### src/design/p2s_pkg.sv
`default_nettype none

package p2s_pkg;

   typedef logic [1:0] region_type;

   localparam region_type REGION_DEGEN    = 2'd0;
   localparam region_type REGION_BEFORE   = 2'd1;
   localparam region_type REGION_INTERIOR = 2'd2;
   localparam region_type REGION_BEYOND   = 2'd3;

   // control that travels with each pipeline slot
   typedef struct packed {
      logic       valid;
      region_type region;
   } tag_type;

endpackage

`default_nettype wire

### src/design/p2s_sqrt.sv
`default_nettype none

// digit-by-digit square root, one result bit per stage
module p2s_sqrt #(
   parameter int W = 16,
   parameter int F = 8
) (
   input  logic               clock,
   input  logic               reset,
   input  logic               adv,
   input  p2s_pkg::tag_type   in_tag,
   input  logic [2*W+2*F:0]   in_rad,
   output p2s_pkg::tag_type   out_tag,
   output logic [W+F:0]       out_root
);

   localparam int DW = W + F + 1;
   localparam int RW = 2*DW;

   logic [DW+1:0]    rem_ff  [DW];
   logic [DW-1:0]    root_ff [DW];
   logic [RW-1:0]    rest_ff [DW];
   p2s_pkg::tag_type tag_ff  [DW];

   for (genvar s = 0; s < DW; s++) begin : g_stage
      logic [DW+1:0]    rin;
      logic [DW-1:0]    qin;
      logic [RW-1:0]    sin;
      p2s_pkg::tag_type tin;
      logic [DW+1:0]    trial;
      logic [DW+1:0]    tsub;
      logic             ge;

      if (s == 0) begin : g_first
         always_comb begin
            rin = '0;
            qin = '0;
            sin = RW'(in_rad);
            tin = in_tag;
         end
      end else begin : g_next
         always_comb begin
            rin = rem_ff[s-1];
            qin = root_ff[s-1];
            sin = rest_ff[s-1];
            tin = tag_ff[s-1];
         end
      end

      // bring down two radicand bits, try 4q+1
      always_comb begin
         trial = {rin[DW-1:0], sin[RW-1:RW-2]};
         tsub  = {qin, 2'b01};
         ge    = (trial >= tsub);
      end

      always_ff @(posedge clock) begin
         if (reset) begin
            tag_ff[s] <= '0;
         end else if (adv) begin
            tag_ff[s] <= tin;
         end
      end

      always_ff @(posedge clock) begin
         if (adv) begin
            rem_ff[s]  <= ge ? (trial - tsub) : trial;
            root_ff[s] <= {qin[DW-2:0], ge};
            rest_ff[s] <= sin << 2;
         end
      end
   end

   assign out_tag  = tag_ff[DW-1];
   assign out_root = root_ff[DW-1];

endmodule

`default_nettype wire

### config.mk
export PLATFORM = sky130hd
export DESIGN_NAME = p2s_sqrt
export DESIGN_NICKNAME = d
export VERILOG_FILES = /design/src/design/p2s_pkg.sv /design/src/design/p2s_sqrt.sv
export SDC_FILE = /design/constraint.sdc
export NUM_CORES = 2
export LEC_CHECK = 0
export BUFFER_PORTS_ARGS = -buffer_cell sky130_fd_sc_hd__buf_2
export CAP_MARGIN = 5
export CORE_ASPECT_RATIO = 1.25
export CORE_MARGIN = 2
export CORE_UTILIZATION = 55
export DETAILED_ROUTE_END_ITERATION = 16
export GPL_ROUTABILITY_DRIVEN = 0
export PLACE_DENSITY = 0.78
export RECOVER_POWER = 25
export SKIP_LAST_GASP = 1
export SYNTH_ARGS = -nofsm -noshare
export SYNTH_HDL_FRONTEND = slang
export SYNTH_SLANG_ARGS = --single-unit
### constraint.sdc
create_clock -name clock -period 5.65 [get_ports clock]
set_input_delay 0.2825 -clock clock [delete_from_list [all_inputs] [get_ports clock]]
set_output_delay 0.2825 -clock clock [all_outputs]
set_load 0.01 [all_outputs]
After elaboration in Yosys (flattened, before gate mapping):

Memories as Yosys holds them, arrays and structs flattened.
Index checks and enable logic that the tools add are counted.

* add/sub/neg operators: 25
* $lt $le $gt $ge: 25
* mux-type cells: 56
* bitwise operators: 25

Operators by type and width (count)
* $mux W27: 25
* $ge A27 B27 Y1: 24
* $sub A27 B27 Y27: 24
* $mux W3: 25
* $or A1 B1 Y1: 25
* $mux W1: 6
* $sub A1 B1 Y2 const B: 1
* $ge A1 B1 Y1 const B: 1

* flip-flop bits (word level): 0
* memory bits (writable): 2575
* input port bits: 55
* output and inout bits: 28
* word-level logic and storage cells: 135
* memories kept: 4

Memories
* rest_ff: depth 25, bits a word 48, read ports 24, clocked after memory_dff 0, wr ports 25, RTL line p2s_sqrt.sv:22 `logic [RW-1:0] rest_ff [DW];`
* rem_ff: depth 25, bits a word 27, read ports 24, clocked after memory_dff 0, wr ports 25, RTL line p2s_sqrt.sv:20 `logic [DW+1:0] rem_ff [DW];`
* root_ff: depth 25, bits a word 25, read ports 25, clocked after memory_dff 0, wr ports 25, RTL line p2s_sqrt.sv:21 `logic [DW-1:0] root_ff [DW];`
* tag_ff: depth 25, bits a word 3, read ports 25, clocked after memory_dff 0, wr ports 25, RTL line p2s_sqrt.sv:23 `p2s_pkg::tag_type tag_ff [DW];`

Logic depth before layout (Yosys ltp):

* depth in word-level cells: 4
* depth in mapped cells: 14
* gate-level depth less buffers: 11

Worst setup path after synthesis:

OpenSTA, ideal clock, no wires.

* kind: register to register
* start point: memory rem_ff[2][176] in the netlist's numbering
* end point: memory rem_ff[2][206] in the netlist's numbering (data pin)
* library setup time: 0.260 ns
* data arrival time: 3.181 ns
* data required time: 5.390 ns
* path slack: 2.210 ns
* stages on the path, launching flop included: 13
* buffers on the path: 2
* period minus slack after synthesis: 3.440 ns
* path through: edfxtp_1 -> ha_1 -> clkbuf_1 -> and3_1 -> nand2_1 -> nor2_1 -> nand3_1 -> or2_2 -> o221ai_1 -> a21oi_1 -> o41ai_2 -> clkbuf_1 -> mux2_2

RTL lines (RTL line)
* start: declaration: p2s_sqrt.sv:20

==> reports/metrics.cfg <==
[finish]
most-common-layout-cells=edfxtp_1, inv_1, a21oi_1
final_util=0.6148
layout.cell_area.non_filler_um2=78930
final_common_cell=edfxtp_1
antenna_cells=0
drive_gt1_frac=0.07946
num-nets-final=5930
area_delta_synth_final_pct=11.12
fillers=9433

[yosys]
async_flop_share=0
netlist_instances=5299
synth_warnings=0
synth-compound-area-share=0.08597
synth_top_family_by_area=simple AND/OR/NAND/NOR gates
synth-xor-area-share=0.05648
synth-seq-area-share=0.6604
synth.distinct_cells=77
syn-mean-instance-area_um2=13.40
synth_edf_count=1562
synthAdderAreaFrac=0.06166
syn_area_um2=71030
syn_nets=5704
ys_ff_latch=1562
synthSimpleGateAreaFrac=0.09426
synth_area_leaders=edfxtp_1, ha_1, xnor2_1
muxShareOfSynthArea=0.01356
synth_top_area_share=0.6604
synth_largest_area_cell=edfxtp_1
synthFlopType=edfxtp_1

[timing]
skew_ns=0.02816
fin_tns_setup_ns=0
final_max_slew_viol_count=119
finalSetupViolCount=0
fmax_ghz=0.2451
relSlewSlack=-1.311
tightest_slew_ns=3.467
rsz0062_at_grt=false
hold_violations=0
min_period_over_period=0.7220
finalCriticalPeriod_ns=4.079
holdWs_ns=0.2203

[placement]
place_area_um2=73630
io_buffer_count=82
dp_hpwl_mm=86.90

[drt]
ant_nets=0
num_vias=41280
wl_per_cell_um=17.24
routed.top_layer=met4
route.met3.wl_mm=4.660
drt_first_pass_iters=6
drt-vias-per-instance=5.615
wl_met1_mm=46.22
wl_mm=126.7
drtIter0Drc=2840
dr_wl_met2_mm=69.64
drc_errors=0

[power_and_ir_drop]
fin_total_pwr_mw=30.89
leakage_nw=30.43
vdd_drop_max_v=0.0004045
powerDensity_nw_per_um2=391.4

[clocking]
clk_latency_ns=0.78
cts_inserted_buffers=149
clk_path_buf_depth=3
cts.reportedPaths.clkPinSlew_ns=0.06
tritoncts=yes
ctsResizeCount=0
htreeDepth=4
cts_root_buf=clkbuf_16
cts.sinks=1562

[worst_setup_path]
ff2ff_setup_slack_ns=1.57
rr_endpoint=rem_ff[2][166]$_DFFE_PP_
cp.arrival_ns=4.59
ff2ff_path_depth=8
cp-end-kind=register
startpoint=root_ff[2][137]$_DFFE_PP_
cp.required_ns=6.16
timing.rr.start=root_ff[2][137]$_DFFE_PP_
cp_max_fo=39
critPathLaunchType=register
critPathKind=reg -> reg

[global_route]
antenna_found_initial=2
grt_pass1_vias=41710
grt_first_pass_wirelength_mm=203.8
grtUsageTotal=0.1912
grt-ovfl-total=0
grt_max_degree=191

[die]
start_util=0.5532
die_h_um=405.8
fp.coreArea_um2=128400
num_rows=147
pin_count=83
die-area_um2=132000
die_x_um=325.4

[hold_path]
hold_class=in -> reg
whs_endpoint=rest_ff[0][47]$_DFFE_PP_
min_from=in_rad[47]
min_path_cells=2

[flow_run]
cap_violations=1

[outcome]
status=finished with violations
violations=max-capacitance violations, max-slew violations

worst max-delay path by stage:
stage	to	slack, ns	depth (start not counted)
after global placement	rem_ff[2][166]$_DFFE_PP_	1.81	7
after floorplan	rem_ff[2][206]$_DFFE_PP_	2.21	12
after detailed placement	rem_ff[2][166]$_DFFE_PP_	1.69	7
after CTS	rem_ff[2][166]$_DFFE_PP_	1.68	7
final	rem_ff[2][166]$_DFFE_PP_	1.57	8
after global routing	rem_ff[2][186]$_DFFE_PP_	1.44	8
per-stage QoR:
| stage | setup slack [ns] | cells |
|---|---|---|
| 2_1_floorplan | 2.210 | 5299 |
| 3_3_place_gp | 1.811 | 7035 |
| 3_5_place_dp | 1.688 | 7035 |
| 4_1_cts | 1.684 | 7351 |
| 5_1_grt | 1.436 | 7351 |
| 6_report | 1.571 | 7351 |
what timing repair did:
item / 4_1_cts / 5_1_grt
hold endpoints to repair: 52 / 0
setup buffers: 0 / 0
hold buffers: 52 / 0
where the power goes:
group	switching (mW)	internal, mW	leakage (nW)	total (mW)
logic	3.20	2.53	13.0	5.74
registers	0.835	14.6	15.1	15.4
clock network	4.17	5.60	2.34	9.76
total	8.20	22.7	30.4	30.9
state kept, by name, summed over array words and instances (netlist names):
signal   flops
tag_ff      75
rem_ff     562
rest_ff    600
root_ff    325
logic make-up (layout without fill, tap and decap cells):
| family | after synthesis | count (layout) |
|---|---|---|
| DFF | 1562 | 1562 |
| AOI/OAI and AO/OA | 994 | 994 |
| other | 1 | 1 |
| adders and majority gates | 350 | 350 |
| and+or+nand+nor | 1328 | 1328 |
| xor gates and xnor gates | 458 | 458 |
| muxes | 86 | 86 |
| buffers and inverters | 520 | 859 |
final cells by class:
class	instances	area, um2	area share
clock buffers	183	3920	0.04967
well taps	1713	2143	0.02716
inverters	426	1599	0.02026
clock inverters	81	879.6	0.01114
flip-flops and latches	1562	46910	0.5943
multi-input cells	3217	22220	0.2815
repair buffers	169	1264	0.01601
synthesized netlist by cell type (all sizes together) (26+ instances only):
cell and instances:
a211oi 26, nor4 66, o31ai 33, nand2 272, a21o 107, nand4 57
nor2b 44, ha 350, mux2 82, o21ai 213, or3 50, nand3 87
clkbuf 89, nor3 121, xor2 197, nor2 344, and2 86, nand2b 59
inv 426, xnor2 261, edfxtp 1562, a21oi 368, or2 29, or4 29
a31oi 27, o21a 72
metal layers:
metal  vias up  global-route usage
met2       978              0.3696
met3       369             0.02764
met5         -                   0
li1      20030                   -
met1     19900              0.1979
met4         0              0.1024
critical path: stages (launching register included):
cell and delay [ns]:
edfxtp_1 0.39, inv_1 0.06, ha_1 0.40, nand3_1 0.23, or4_1 0.67, nor4_1 0.76, nor2_1 0.12, a21bo_2 0.75
mux2_2 0.41
Note: power is estimated with default switching activity, not from simulation.
